===== src/hdl/pcqd_pkg.sv =====
// ----------------------------------------------------------------------------
// pcqd_pkg
// Shared constants, codes and types of the priority command queue with
// duplicate removal.
// ----------------------------------------------------------------------------
package pcqd_pkg;

    // queue geometry
    localparam int QUEUE_DEPTH = 16;
    localparam int IDX_W       = (QUEUE_DEPTH > 1) ? $clog2(QUEUE_DEPTH) : 1;
    localparam int CNT_W       = $clog2(QUEUE_DEPTH + 1);
    // width used to compare a request index against the entry count
    localparam int CMP_W       = 8;

    // request codes
    localparam logic [1:0] REQ_PUSH = 2'd0;
    localparam logic [1:0] REQ_POP  = 2'd1;
    localparam logic [1:0] REQ_READ = 2'd2;

    // status codes
    localparam logic [1:0] STAT_OK    = 2'd0;
    localparam logic [1:0] STAT_FULL  = 2'd1;
    localparam logic [1:0] STAT_EMPTY = 2'd2;
    localparam logic [1:0] STAT_RANGE = 2'd3;

    // command id that never takes part in duplicate removal
    localparam logic [7:0] EXEMPT_ID = 8'hFF;

    // one queue entry
    typedef struct packed {
        logic [7:0]  cmd;
        logic [1:0]  prio;
        logic [31:0] param_a;
        logic [31:0] param_b;
        logic [31:0] param_c;
    } t_entry;

    // controller to datapath commands
    typedef struct packed {
        logic capture;
        logic exec;
        logic dedup;
        logic load_out;
    } t_dp_cmd;

    // datapath to controller status
    typedef struct packed {
        logic push_ok;
    } t_dp_stat;

endpackage


===== src/hdl/pcqd_req_if.sv =====
// ----------------------------------------------------------------------------
// pcqd_req_if
// Request channel: valid/ready handshake with the request word.
// ----------------------------------------------------------------------------
interface pcqd_req_if;

    logic        valid;
    logic        ready;
    logic [1:0]  req_type;
    logic [3:0]  queue_index;
    logic [7:0]  command_id;
    logic [1:0]  priority_req;
    logic [31:0] param_a;
    logic [31:0] param_b;
    logic [31:0] param_c;

    modport source (
        output valid, req_type, queue_index, command_id, priority_req,
               param_a, param_b, param_c,
        input  ready
    );

    modport sink (
        input  valid, req_type, queue_index, command_id, priority_req,
               param_a, param_b, param_c,
        output ready
    );

endinterface


===== src/hdl/pcqd_rsp_if.sv =====
// ----------------------------------------------------------------------------
// pcqd_rsp_if
// Response channel: valid/ready handshake with the response word.
// ----------------------------------------------------------------------------
interface pcqd_rsp_if;

    logic        valid;
    logic        ready;
    logic [1:0]  status;
    logic [4:0]  entry_count;
    logic        queue_empty;
    logic [7:0]  read_command;
    logic [1:0]  read_priority;
    logic [31:0] read_param_a;
    logic [31:0] read_param_b;
    logic [31:0] read_param_c;

    modport source (
        output valid, status, entry_count, queue_empty, read_command,
               read_priority, read_param_a, read_param_b, read_param_c,
        input  ready
    );

    modport sink (
        input  valid, status, entry_count, queue_empty, read_command,
               read_priority, read_param_a, read_param_b, read_param_c,
        output ready
    );

endinterface


===== src/hdl/pcqd_ctrl.sv =====
// ----------------------------------------------------------------------------
// pcqd_ctrl
// Sequencer of the queue: takes one request word, steps the datapath through
// execute and duplicate removal, and hands the result to the response register.
// ----------------------------------------------------------------------------
module pcqd_ctrl (
    input  logic               i_clk,
    input  logic               i_rst_n,
    input  logic               i_in_valid,
    output logic               o_in_ready,
    output logic               o_out_valid,
    input  logic               i_out_ready,
    input  pcqd_pkg::t_dp_stat i_stat,
    output pcqd_pkg::t_dp_cmd  o_cmd
);

    localparam logic [1:0] ST_IDLE  = 2'd0;
    localparam logic [1:0] ST_EXEC  = 2'd1;
    localparam logic [1:0] ST_DEDUP = 2'd2;
    localparam logic [1:0] ST_DONE  = 2'd3;

    logic [1:0] r_state;
    logic [1:0] n_state;
    logic       r_out_valid;
    logic       n_out_valid;

    // commands decoded from the state
    assign o_in_ready       = (r_state == ST_IDLE);
    assign o_cmd.capture    = i_in_valid && o_in_ready;
    assign o_cmd.exec       = (r_state == ST_EXEC);
    assign o_cmd.dedup      = (r_state == ST_DEDUP);
    assign o_cmd.load_out   = (r_state == ST_DONE) && (!r_out_valid || i_out_ready);
    assign o_out_valid      = r_out_valid;

    // next state
    always_comb begin
        n_state = r_state;
        unique case (r_state)
            ST_IDLE: begin
                if (o_cmd.capture) n_state = ST_EXEC;
            end
            ST_EXEC: begin
                n_state = i_stat.push_ok ? ST_DEDUP : ST_DONE;
            end
            ST_DEDUP: begin
                n_state = ST_DONE;
            end
            ST_DONE: begin
                if (o_cmd.load_out) n_state = ST_IDLE;
            end
            default: begin
                n_state = ST_IDLE;
            end
        endcase
    end

    // response valid flag
    always_comb begin
        n_out_valid = r_out_valid;
        if (o_cmd.load_out) begin
            n_out_valid = 1'b1;
        end else if (i_out_ready) begin
            n_out_valid = 1'b0;
        end
    end

    always_ff @(posedge i_clk) begin
        if (!i_rst_n) begin
            r_state     <= ST_IDLE;
            r_out_valid <= 1'b0;
        end else begin
            r_state     <= n_state;
            r_out_valid <= n_out_valid;
        end
    end

endmodule


===== src/hdl/pcqd_datapath.sv =====
// ----------------------------------------------------------------------------
// pcqd_datapath
// Entry row of the queue with per-entry shift paths for insert and removal,
// priority and duplicate search, request and response registers.
// ----------------------------------------------------------------------------
module pcqd_datapath (
    input  logic               i_clk,
    input  logic               i_rst_n,
    input  logic [1:0]         i_req_type,
    input  logic [3:0]         i_queue_index,
    input  logic [7:0]         i_command_id,
    input  logic [1:0]         i_priority_req,
    input  logic [31:0]        i_param_a,
    input  logic [31:0]        i_param_b,
    input  logic [31:0]        i_param_c,
    input  pcqd_pkg::t_dp_cmd  i_cmd,
    output pcqd_pkg::t_dp_stat o_stat,
    output logic [1:0]         o_status,
    output logic [4:0]         o_entry_count,
    output logic               o_queue_empty,
    output logic [7:0]         o_read_command,
    output logic [1:0]         o_read_priority,
    output logic [31:0]        o_read_param_a,
    output logic [31:0]        o_read_param_b,
    output logic [31:0]        o_read_param_c
);

    localparam int DEPTH = pcqd_pkg::QUEUE_DEPTH;
    localparam int CNT_W = pcqd_pkg::CNT_W;
    localparam int IDX_W = pcqd_pkg::IDX_W;
    localparam int CMP_W = pcqd_pkg::CMP_W;

    // request word
    logic [1:0]       r_req_type;
    logic [3:0]       r_idx;
    pcqd_pkg::t_entry r_new;

    // queue state
    pcqd_pkg::t_entry r_entry [DEPTH];
    pcqd_pkg::t_entry n_entry [DEPTH];
    pcqd_pkg::t_entry w_prev  [DEPTH];
    pcqd_pkg::t_entry w_next  [DEPTH];
    logic [CNT_W-1:0] r_count;
    logic [CNT_W-1:0] n_count;
    logic [CNT_W-1:0] r_pos;

    // result of the execute step
    logic [1:0]       r_status;
    logic [1:0]       n_status;
    pcqd_pkg::t_entry r_rd;
    pcqd_pkg::t_entry n_rd;

    // response register
    logic [1:0]       r_out_status;
    logic [4:0]       r_out_count;
    logic             r_out_empty;
    pcqd_pkg::t_entry r_out_rd;

    logic             w_full;
    logic             w_idx_ok;
    logic             w_push_ok;
    logic [CNT_W-1:0] w_ins_pos;
    logic             w_dup_hit;
    logic [CNT_W-1:0] w_dup_pos;
    logic             w_rm_en;
    logic [CNT_W-1:0] w_rm_at;

    // neighbor taps of each entry for the shift paths
    for (genvar g = 0; g < DEPTH; g++) begin : g_nbr
        if (g == 0) begin : g_head
            assign w_prev[g] = r_entry[g];
        end else begin : g_body
            assign w_prev[g] = r_entry[g-1];
        end
        if (g == DEPTH - 1) begin : g_tail
            assign w_next[g] = r_entry[g];
        end else begin : g_inner
            assign w_next[g] = r_entry[g+1];
        end
    end

    // request checks
    assign w_full    = (r_count == CNT_W'(DEPTH));
    assign w_idx_ok  = (CMP_W'(r_idx) < CMP_W'(r_count));
    assign w_push_ok = (r_req_type == pcqd_pkg::REQ_PUSH) && !w_full;
    assign o_stat.push_ok = w_push_ok;

    // insert position: first valid entry of strictly lower priority
    always_comb begin
        w_ins_pos = r_count;
        for (int i = DEPTH - 1; i >= 0; i--) begin
            if ((CNT_W'(i) < r_count) && (r_entry[i].prio < r_new.prio)) begin
                w_ins_pos = CNT_W'(i);
            end
        end
    end

    // first other valid entry with the same command id
    always_comb begin
        w_dup_hit = 1'b0;
        w_dup_pos = '0;
        for (int i = DEPTH - 1; i >= 0; i--) begin
            if ((CNT_W'(i) < r_count) && (CNT_W'(i) != r_pos) &&
                (r_entry[i].cmd == r_new.cmd)) begin
                w_dup_hit = 1'b1;
                w_dup_pos = CNT_W'(i);
            end
        end
    end

    // removal: pop at the index, or the entry nearer the head of a duplicate pair
    always_comb begin
        w_rm_en = 1'b0;
        w_rm_at = CNT_W'(r_idx);
        if (i_cmd.exec && (r_req_type == pcqd_pkg::REQ_POP) &&
            (r_count != '0) && w_idx_ok) begin
            w_rm_en = 1'b1;
        end else if (i_cmd.dedup && (r_new.cmd != pcqd_pkg::EXEMPT_ID) && w_dup_hit) begin
            w_rm_en = 1'b1;
            w_rm_at = (w_dup_pos < r_pos) ? w_dup_pos : r_pos;
        end
    end

    // entry row next state
    always_comb begin
        n_entry = r_entry;
        n_count = r_count;
        if (i_cmd.exec && w_push_ok) begin
            for (int i = 0; i < DEPTH; i++) begin
                if (CNT_W'(i) == w_ins_pos) begin
                    n_entry[i] = r_new;
                end else if ((CNT_W'(i) > w_ins_pos) && (CNT_W'(i) <= r_count)) begin
                    n_entry[i] = w_prev[i];
                end
            end
            n_count = r_count + CNT_W'(1);
        end else if (w_rm_en) begin
            for (int i = 0; i < DEPTH; i++) begin
                if ((CNT_W'(i) >= w_rm_at) && (CNT_W'(i + 1) < r_count)) begin
                    n_entry[i] = w_next[i];
                end
            end
            n_count = r_count - CNT_W'(1);
        end
    end

    // status and read fields of the execute step
    always_comb begin
        n_status = pcqd_pkg::STAT_OK;
        n_rd     = '0;
        unique case (r_req_type)
            pcqd_pkg::REQ_PUSH: begin
                if (w_full) n_status = pcqd_pkg::STAT_FULL;
            end
            pcqd_pkg::REQ_POP: begin
                if (r_count == '0) begin
                    n_status = pcqd_pkg::STAT_EMPTY;
                end else if (!w_idx_ok) begin
                    n_status = pcqd_pkg::STAT_RANGE;
                end
            end
            pcqd_pkg::REQ_READ: begin
                if (!w_idx_ok) begin
                    n_status = pcqd_pkg::STAT_RANGE;
                end else begin
                    n_rd = r_entry[IDX_W'(r_idx)];
                end
            end
            default: begin
                n_status = pcqd_pkg::STAT_OK;
            end
        endcase
    end

    // control state
    always_ff @(posedge i_clk) begin
        if (!i_rst_n) begin
            r_count <= '0;
        end else begin
            r_count <= n_count;
        end
    end

    // payload registers
    always_ff @(posedge i_clk) begin
        r_entry <= n_entry;
        if (i_cmd.capture) begin
            r_req_type    <= i_req_type;
            r_idx         <= i_queue_index;
            r_new.cmd     <= i_command_id;
            r_new.prio    <= i_priority_req;
            r_new.param_a <= i_param_a;
            r_new.param_b <= i_param_b;
            r_new.param_c <= i_param_c;
        end
        if (i_cmd.exec) begin
            r_pos    <= w_ins_pos;
            r_status <= n_status;
            r_rd     <= n_rd;
        end
        if (i_cmd.load_out) begin
            r_out_status <= r_status;
            r_out_count  <= 5'(r_count);
            r_out_empty  <= (r_count == '0);
            r_out_rd     <= r_rd;
        end
    end

    assign o_status        = r_out_status;
    assign o_entry_count   = r_out_count;
    assign o_queue_empty   = r_out_empty;
    assign o_read_command  = r_out_rd.cmd;
    assign o_read_priority = r_out_rd.prio;
    assign o_read_param_a  = r_out_rd.param_a;
    assign o_read_param_b  = r_out_rd.param_b;
    assign o_read_param_c  = r_out_rd.param_c;

endmodule


===== src/hdl/priority_command_queue_dedup_core.sv =====
// ----------------------------------------------------------------------------
// priority_command_queue_dedup_core
// Sorted command queue with push, pop-at-index, read-at-index and removal of
// duplicate command ids.
// ----------------------------------------------------------------------------
// Usage:
//   i_req is a valid/ready request channel. Each word is a push (command id,
//   priority, three parameters), a pop at queue_index or a read at
//   queue_index. Higher priority entries sit nearer the head (index 0).
//   o_rsp returns exactly one response word per request: status, entry count
//   after the request, empty flag and the read entry (zero unless a read
//   succeeded).
//   A push that finds room passes through an extra duplicate search step over
//   the updated entry row before its response; pop, read and a push to a full
//   queue skip that step. One request is in flight at a time, so the block
//   takes no new request until the last one has reached the response register.
//   The response sits in an output register, so the next request is taken
//   while a response waits; if the receiver stalls, the block holds the next
//   finished result and stops taking requests until the register drains.
//   Reset (synchronous, active low) empties the queue and drops any pending
//   response; entry contents are not cleared and need no clearing pass.
// ----------------------------------------------------------------------------
module priority_command_queue_dedup_core (
    input  logic        i_clk,
    input  logic        i_rst_n,
    pcqd_req_if.sink    i_req,
    pcqd_rsp_if.source  o_rsp
);

    pcqd_pkg::t_dp_cmd  w_cmd;
    pcqd_pkg::t_dp_stat w_stat;

    // sequencer
    pcqd_ctrl u_ctrl (
        .i_clk       (i_clk),
        .i_rst_n     (i_rst_n),
        .i_in_valid  (i_req.valid),
        .o_in_ready  (i_req.ready),
        .o_out_valid (o_rsp.valid),
        .i_out_ready (o_rsp.ready),
        .i_stat      (w_stat),
        .o_cmd       (w_cmd)
    );

    // entry row and response register
    pcqd_datapath u_dp (
        .i_clk           (i_clk),
        .i_rst_n         (i_rst_n),
        .i_req_type      (i_req.req_type),
        .i_queue_index   (i_req.queue_index),
        .i_command_id    (i_req.command_id),
        .i_priority_req  (i_req.priority_req),
        .i_param_a       (i_req.param_a),
        .i_param_b       (i_req.param_b),
        .i_param_c       (i_req.param_c),
        .i_cmd           (w_cmd),
        .o_stat          (w_stat),
        .o_status        (o_rsp.status),
        .o_entry_count   (o_rsp.entry_count),
        .o_queue_empty   (o_rsp.queue_empty),
        .o_read_command  (o_rsp.read_command),
        .o_read_priority (o_rsp.read_priority),
        .o_read_param_a  (o_rsp.read_param_a),
        .o_read_param_b  (o_rsp.read_param_b),
        .o_read_param_c  (o_rsp.read_param_c)
    );

`ifndef SYNTHESIS
    // busy right after a request is taken
    a_busy_after_capture: assert property (@(posedge i_clk) disable iff (!i_rst_n)
        w_cmd.capture |=> !i_req.ready)
        else $error("request taken while previous one still executing");

    // a failed request returns no read data
    a_fail_no_read: assert property (@(posedge i_clk) disable iff (!i_rst_n)
        (o_rsp.valid && (o_rsp.status != pcqd_pkg::STAT_OK)) |->
        ((o_rsp.read_command == 8'd0) && (o_rsp.read_priority == 2'd0)))
        else $error("read data on failed request");

    // full status only with a full queue
    a_full_count: assert property (@(posedge i_clk) disable iff (!i_rst_n)
        (o_rsp.valid && (o_rsp.status == pcqd_pkg::STAT_FULL)) |->
        (o_rsp.entry_count == 5'(pcqd_pkg::QUEUE_DEPTH)))
        else $error("full status with queue not full");

    // empty status only with an empty queue
    a_empty_flag: assert property (@(posedge i_clk) disable iff (!i_rst_n)
        (o_rsp.valid && (o_rsp.status == pcqd_pkg::STAT_EMPTY)) |-> o_rsp.queue_empty)
        else $error("empty status with entries present");
`endif

endmodule

===== src/flat_wrapper.sv =====
// flat-port wrapper written by rule: the top's interface ports become plain ports
module priority_command_queue_dedup_core_flat 
  (i_clk, i_rst_n, i_req_valid, i_req_req_type, i_req_queue_index, i_req_command_id, i_req_priority_req, i_req_param_a, i_req_param_b, i_req_param_c, i_req_ready, o_rsp_valid, o_rsp_status, o_rsp_entry_count, o_rsp_queue_empty, o_rsp_read_command, o_rsp_read_priority, o_rsp_read_param_a, o_rsp_read_param_b, o_rsp_read_param_c, o_rsp_ready);
  pcqd_req_if i_req_i ();
  pcqd_rsp_if o_rsp_i ();
  input  logic i_clk;
  input  logic i_rst_n;
  input wire logic [$bits(i_req_i.valid)-1:0] i_req_valid;
  input wire logic [$bits(i_req_i.req_type)-1:0] i_req_req_type;
  input wire logic [$bits(i_req_i.queue_index)-1:0] i_req_queue_index;
  input wire logic [$bits(i_req_i.command_id)-1:0] i_req_command_id;
  input wire logic [$bits(i_req_i.priority_req)-1:0] i_req_priority_req;
  input wire logic [$bits(i_req_i.param_a)-1:0] i_req_param_a;
  input wire logic [$bits(i_req_i.param_b)-1:0] i_req_param_b;
  input wire logic [$bits(i_req_i.param_c)-1:0] i_req_param_c;
  output wire logic [$bits(i_req_i.ready)-1:0] i_req_ready;
  output wire logic [$bits(o_rsp_i.valid)-1:0] o_rsp_valid;
  output wire logic [$bits(o_rsp_i.status)-1:0] o_rsp_status;
  output wire logic [$bits(o_rsp_i.entry_count)-1:0] o_rsp_entry_count;
  output wire logic [$bits(o_rsp_i.queue_empty)-1:0] o_rsp_queue_empty;
  output wire logic [$bits(o_rsp_i.read_command)-1:0] o_rsp_read_command;
  output wire logic [$bits(o_rsp_i.read_priority)-1:0] o_rsp_read_priority;
  output wire logic [$bits(o_rsp_i.read_param_a)-1:0] o_rsp_read_param_a;
  output wire logic [$bits(o_rsp_i.read_param_b)-1:0] o_rsp_read_param_b;
  output wire logic [$bits(o_rsp_i.read_param_c)-1:0] o_rsp_read_param_c;
  input wire logic [$bits(o_rsp_i.ready)-1:0] o_rsp_ready;
  assign i_req_i.valid = i_req_valid;
  assign i_req_i.req_type = i_req_req_type;
  assign i_req_i.queue_index = i_req_queue_index;
  assign i_req_i.command_id = i_req_command_id;
  assign i_req_i.priority_req = i_req_priority_req;
  assign i_req_i.param_a = i_req_param_a;
  assign i_req_i.param_b = i_req_param_b;
  assign i_req_i.param_c = i_req_param_c;
  assign i_req_ready = i_req_i.ready;
  assign o_rsp_valid = o_rsp_i.valid;
  assign o_rsp_status = o_rsp_i.status;
  assign o_rsp_entry_count = o_rsp_i.entry_count;
  assign o_rsp_queue_empty = o_rsp_i.queue_empty;
  assign o_rsp_read_command = o_rsp_i.read_command;
  assign o_rsp_read_priority = o_rsp_i.read_priority;
  assign o_rsp_read_param_a = o_rsp_i.read_param_a;
  assign o_rsp_read_param_b = o_rsp_i.read_param_b;
  assign o_rsp_read_param_c = o_rsp_i.read_param_c;
  assign o_rsp_i.ready = o_rsp_ready;
  priority_command_queue_dedup_core u_core (.i_clk(i_clk), .i_rst_n(i_rst_n), .i_req(i_req_i), .o_rsp(o_rsp_i));
endmodule

===== config.mk =====
export PLATFORM = sky130hd
export DESIGN_NAME = priority_command_queue_dedup_core_flat
export DESIGN_NICKNAME = d
export VERILOG_FILES = /design/src/hdl/pcqd_pkg.sv /design/src/hdl/pcqd_req_if.sv /design/src/hdl/pcqd_rsp_if.sv /design/src/hdl/pcqd_ctrl.sv /design/src/hdl/pcqd_datapath.sv /design/src/hdl/priority_command_queue_dedup_core.sv /design/src/flat_wrapper.sv
export SDC_FILE = /design/constraint.sdc
export NUM_CORES = 2
export LEC_CHECK = 0
export BUFFER_PORTS_ARGS = -buffer_cell sky130_fd_sc_hd__clkbuf_2
export CAP_MARGIN = 20
export CORE_ASPECT_RATIO = 0.9
export CORE_MARGIN = 4
export CORE_UTILIZATION = 39
export CTS_BUF_LIST = sky130_fd_sc_hd__clkbuf_2 sky130_fd_sc_hd__clkbuf_4 sky130_fd_sc_hd__clkbuf_8
export CTS_CLUSTER_DIAMETER = 60
export DETAILED_ROUTE_END_ITERATION = 16
export SLEW_MARGIN = 20
export SYNTH_ARGS = -nofsm -noshare
export SYNTH_HDL_FRONTEND = slang
export SYNTH_SLANG_ARGS = --single-unit

===== constraint.sdc =====
create_clock -name i_clk -period 16.1 [get_ports i_clk]
set_clock_uncertainty 0.2 [all_clocks]
set_input_delay 2.415 -clock i_clk [delete_from_list [all_inputs] [get_ports i_clk]]
set_output_delay 2.415 -clock i_clk [all_outputs]
set_load 0.05 [all_outputs]

# After elaboration in Yosys (flattened, before gate mapping)
# Cells that the tools add are included.
[totals]
output_inout_bits = 116
word_cells = 506
regBits = 2043
inputBits = 116
[op_classes]
n_bitwise = 1
addsub = 2
eq_ne = 70
reduce_logical = 132
n_mux = 116
n_lt_le_gt_ge = 80
[op_table]
columns = ["operator", "n"]
rows = [
  ["$mux 106", 48],
  ["$mux 1696", 2],
  ["$bmux 106 s4", 1],
  ["$mux 5", 36],
  ["$eq 8x8->1", 16],
  ["$logic_and 1x1->1", 87],
  ["$reduce_and 3->1", 15],
  ["$ne 3x1->1 const B", 14],
  ["$eq 4x5->1 const A", 8],
  ["$gt 4x5->1 const A", 8],
  ["$le 4x5->1 const A", 8],
  ["$lt 4x5->1 const A", 8],
  ["$ne 4x5->1 const A", 8],
  ["$reduce_bool 2->1", 18],
  ["$ge 4x5->1 const A", 7],
  ["$lt 2x2->1", 16],
  ["$mux 1", 22],
  ["$eq 3x5->1 const A", 4],
  ["$ge 3x5->1 const A", 4],
  ["$gt 3x5->1 const A", 4],
  ["$le 3x5->1 const A", 4],
  ["$lt 3x5->1 const A", 4],
  ["$ne 3x5->1 const A", 4],
  ["$eq 2x5->1 const A", 2],
  ["33 further kinds", 53],
]

# Logic depth before layout (Yosys ltp)
[depth]
depth_word = 28
depth_mapped = 20
depth_no_buf = 18

# Cells and area by module
# A second synthesis with hierarchy kept.
[unflattened]
hier_cells = 10130
hier_area_um2 = 111111.6
[by_module_without_submodules]
columns = ["mod", "area_per_inst_um2", "instances", "cells_per_inst", "seq_area_each_um2"]
rows = [
  ["pcqd_datapath", 110882.6, 1, 10106, 61208.7],
  ["pcqd_ctrl", 229.0, 1, 24, 60.1],
]

# Worst setup path before layout
# No wires, ideal clock.
[synth_timing]
path_kind = "register -> register"
start = "register u_core.u_ctrl.r_state[1]"
end = "register u_core.u_dp.r_entry[1000] (netlist bit), enable pin"
arrival_time_ns = 15.376
n_path_buf = 1
path_stages_with_launch = 10
synth_period_minus_slack_ns = 16.435
t_required_ns = 15.041
setup_time_ns = 0.859
setup_slack_ns = -0.335
path_cell_list = "dfxtp_1 inv_1 ha_1 inv_1 o41ai_1 nand2b_1 o31a_1 buf_2 and3_1 o41ai_1"
[synth_between]
elab_chain_len = 9
elab_cells_between_ends = 18
cone_classes = "1 x order compare; 3 x eq/ne; 4 x mux; 10 x reduce/logical"
[synth_lines]
columns = ["item", "line_no", "rtl"]
rows = [
  ["from (decl)", "pcqd_ctrl.sv:22", "logic [1:0] r_state;"],
  ["from (signal assigned)", "pcqd_ctrl.sv:72", "r_state <= n_state;"],
  ["$eq 2x2->1 or $eq 2x1->1 (tied branches)", "pcqd_ctrl.sv:31, pcqd_ctrl.sv:30", ""],
  ["$logic_and 1x1->1, on equally long branches (2 in a row)", "pcqd_datapath.sv:118, pcqd_datapath.sv:115", ""],
  ["$mux 5 or $logic_and 1x1->1 (tied branches)", "pcqd_datapath.sv:118, pcqd_datapath.sv:116", ""],
  ["$mux 5", "pcqd_datapath.sv:115", "if (i_cmd.exec && (r_req_type == pcqd_pkg::REQ_POP) &&"],
  ["$ge 3x5->1", "pcqd_datapath.sv:139", "if ((CNT_W'(i) >= w_rm_at) && (CNT_W'(i + 1) < r_count)) begin"],
  ["$logic_and 1x1->1", "pcqd_datapath.sv:139", ""],
  ["$reduce_bool 2->1 (no source line)", "n/a", ""],
  ["$reduce_and 3->1 (no source line) (*)", "n/a", ""],
  ["to (signal assigned)", "pcqd_datapath.sv:186", "r_entry <= n_entry;"],
  ["to (decl)", "pcqd_datapath.sv:39", "pcqd_pkg::t_entry r_entry [DEPTH];"],
]
# Every way passes the cells marked *; elsewhere a longest branch is shown, timed or not.
# A chain may end at the register's enable or synchronous reset.

==> flow_summary_export.csv <==
group,metric,value,unit
run_status,status,"finished clean",
sta,drv_slew,0,
clock_tree,cts_sinks,2043,
floorplan,rows,186,
grt,track_usage,22.7,%
sta,rsz0062_at_grt,"false",
grt,gr-total-overflow,0,
sta,worst_slack,8.52,ns
place,hpwl,194000,um
grt,antenna_found_initial,14,
power,power.net_switching,6.85,mW
worst_setup_path,critPathMaxStageDelay,0.85,ns
clock_tree,cts_resized,0,
routing,routed_wl,348000,um
routing,dr.first_iter.drc_count,9011,
flow_run,cap_violations,0,
final_layout,design_area,123000,um^2
worst_setup_path,cp_common_cell,"buf_4",
logic_synthesis,synth_top_flop_cell,"edfxtp_1",
grt,grt_use_met3,3.38,%
clock_tree,cts_setup_buffers,0,
power,leakagePower,46.5,nW
floorplan,dieHeight,516,um
worst_setup_path,cpMaxStageDelayCell,"buf_4",
worst_setup_path,worstPathMaxFanout,109,
sta,finalSetupViolCount,0,
final_layout,drive_above_1_share,16.4,%
place,place_area,116000,um^2
grt,met1_usage,31.8,%
worst_setup_path,critical_path_buf_inv_count,8,
worst_setup_path,required,16.62,ns
sta,tns,0,ns
place,dp_slack,8.58,ns
power,p_clk_share,26.0,%
floorplan,die_area,296000,um^2
power,powerDensity,150,nW/um^2
routing,num_vias,76600,
logic_synthesis,ys_top_cells_by_area,"edfxtp_1, mux2i_1, mux4_2, nand2_1, o21ai_0",
logic_synthesis,synth.distinct_cells,77,
floorplan,die_w,573,um
worst_setup_path,end_kind,"flop",
power,ir_drop,270,uV
sta,tightestPinTransition,1.22,ns
grt,use_met2,36.2,%
worst_setup_path,critPathLaunchType,"flop",
floorplan,io_pins,232,
grt,grt_pass1_wl,510000,um
logic_synthesis,yosys_register_bits,2043,
logic_synthesis,synth_nets,9186,
power,p_int,11.5,mW
clock_tree,cts_buffers,368,
clock_tree,clk_pin_slew_worst_paths,0.05,ns
grt,grt_pass1_vias,74800,
routing,route.detailed.drc,0,
grt,top_usage_layer,"met2",
worst_hold_path,hp-class,"flop to flop",
worst_setup_path,critPathTopFamily,"buffers and inverters",
logic_synthesis,ys_warn_count,0,
logic_synthesis,synth_cells,9039,
final_layout,finalNetCount,9109,
logic_synthesis,syn-cell-area,112000,um^2
clock_tree,cts_max_level,5,
logic_synthesis,async_flop_share,0,%
clock_tree,cts_root_buffer,"clkbuf_8",
final_layout,area_growth,9.68,%
grt,grt_max_degree,318,
power,p_seq_share,38.3,%
worst_setup_path,cp.arrival,8.10,ns
sta,hold_viol_final,0,
power,power,18.4,mW
clock_tree,cts_tree,"yes",
routing,first_pass_iters,8,
logic_synthesis,ys_seq_area_share,54.7,%
place,port_buffers,231,
floorplan,start_util,39.2,%
logic_synthesis,yosys.area.top_type,"edfxtp_1",
worst_setup_path,critPathKind,"flop to flop",
final_layout,layout_commonest_cell,"edfxtp_1",
sta,min_period_over_period,47.1,%
routing,wl_per_cell,26.8,um
final_layout,layout_common_cells,"edfxtp_1, nand2_1, mux2i_1",
logic_synthesis,synth_edf_count,2035,
sta,period_needed,7.58,ns
sta,slew_headroom,18.9,%
routing,via_per_inst,5.89,
worst_setup_path,crit_chain,"inv_1 > ha_1 > nand2_1 > nor2_1 > a211oi_1 > nand2_4 > buf_4 > buf_4 > buf_4 > buf_4 > buf_4 > buf_4 > buf_16 > o21ai_0",
clock_tree,ctsHoldBuffers,0,
final_layout,utilization,43.0,%
routing,drtAntennaViolNets,0,
logic_synthesis,synth.avg_cell_area,12.4,um^2
sta,timing.fmax,0.132,GHz
logic_synthesis,yosysTopAreaCellShare,54.6,%
clock_tree,clock_path_buffers,4,
clock_tree,clk_latency,1.03,ns
power,swShare,37.3,%
floorplan,core_area,286000,um^2
power,power_frac_comb,35.7,%
place,place.gp.congestion,0.870,
layout make-up:
class	count	area [um^2]
diodes	5	12.5
clock inverters	157	862
well taps	3760	4700
clock buffers	492	6030
inverters	25	93.8
repair buffers	372	2500
flip-flops and latches	2043	61300
multi-input cells	6152	47300
fillers	26100	163000
layer usage:
metal  vias to the layer above  share of wire (%)
li1                      33700                  -
met1                     38900                 43
met2                      3462                 46
met3                       591                7.6
met4                         4                3.2
met5                         -             0.0078
metrics by stage:
step | std cells | hold slack (ns)
final | 13000 | 0.199
after global routing | 13000 | 0.209
after CTS | 13000 | 0.198
after detailed placement | 12400 | 0.205
after global placement | 12400 | 0.201
after floorplan | 9039 | 0.200
path summary, 6_finish.rpt:
check / startpoint / cells past startpoint / slack, ns / to
worst max-delay path: u_core.u_dp.r_count[1] / 14 / 8.52 / u_core.u_dp.r_entry[139]
worst min-delay path: u_core.u_dp.r_rd[85] / 0 / 0.20 / u_core.u_dp.o_read_param_a[21]
worst min register to register: u_core.u_dp.r_rd[85] / 0 / 0.20 / u_core.u_dp.o_read_param_a[21]
worst max register to register: u_core.u_dp.r_count[1] / 14 / 8.52 / u_core.u_dp.r_entry[139]
synth_stat cells, drive strengths merged, types with 10 or more instances:
| library cell | instances |
|---|---|
| and2 | 11 |
| nand3 | 10 |
| ha | 31 |
| nor2 | 146 |
| buf | 239 |
| a21oi | 32 |
| edfxtp | 2035 |
| mux2i | 1583 |
| nor4 | 16 |
| nand2 | 1832 |
| nand2b | 25 |
| xnor2 | 107 |
| a211oi | 21 |
| nand4 | 28 |
| clkbuf | 580 |
| inv | 24 |
| o21ai | 1502 |
| nor2b | 113 |
| nor3 | 28 |
| mux4 | 530 |
| xor2 | 26 |
flip-flops by register name, summed over array words and instances (netlist names):
register	cells
u_core.u_dp.o_status	2
u_core.u_dp.o_read_param_b	32
u_core.u_dp.o_read_param_c	32
u_core.u_dp.o_queue_empty	1
u_core.u_dp.r_entry	1696
u_core.u_dp.r_rd	106
u_core.u_dp.r_status	2
u_core.u_dp.r_count	5
u_core.u_dp.r_idx	4
u_core.u_dp.r_pos	5
u_core.u_ctrl.r_state	2
u_core.u_dp.o_entry_count	5
u_core.u_dp.o_read_priority	2
u_core.u_dp.o_read_param_a	32
u_core.u_dp.r_req_type	2
u_core.u_ctrl.o_out_valid	1
u_core.u_dp.r_new	106
u_core.u_dp.o_read_command	8
cells by family after synthesis:
group / Yosys count / share of synthesized area (%)
and+or+nand+nor: 2244 / 8.15
muxes: 2113 / 24.8
xor gates and xnor gates: 133 / 1.04
DFF: 2043 / 54.7
buffers and inverters: 844 / 3.29
adders and majority gates: 31 / 0.347
AOI/OAI and AO/OA: 1631 / 7.63
power groups by stage:
stage | Combinational (mW) | Clock (mW) | Sequential (mW)
after detailed placement | 6.53 | 0 | 7.12
after CTS | 6.53 | 4.91 | 7.02
after global placement | 6.44 | 0 | 7.10
final | 6.55 | 4.78 | 7.03
after floorplan | 4.63 | 0 | 7.01
after global routing | 6.91 | 5.15 | 7.08
No activity file was read; power rests on OpenSTA's default activity.
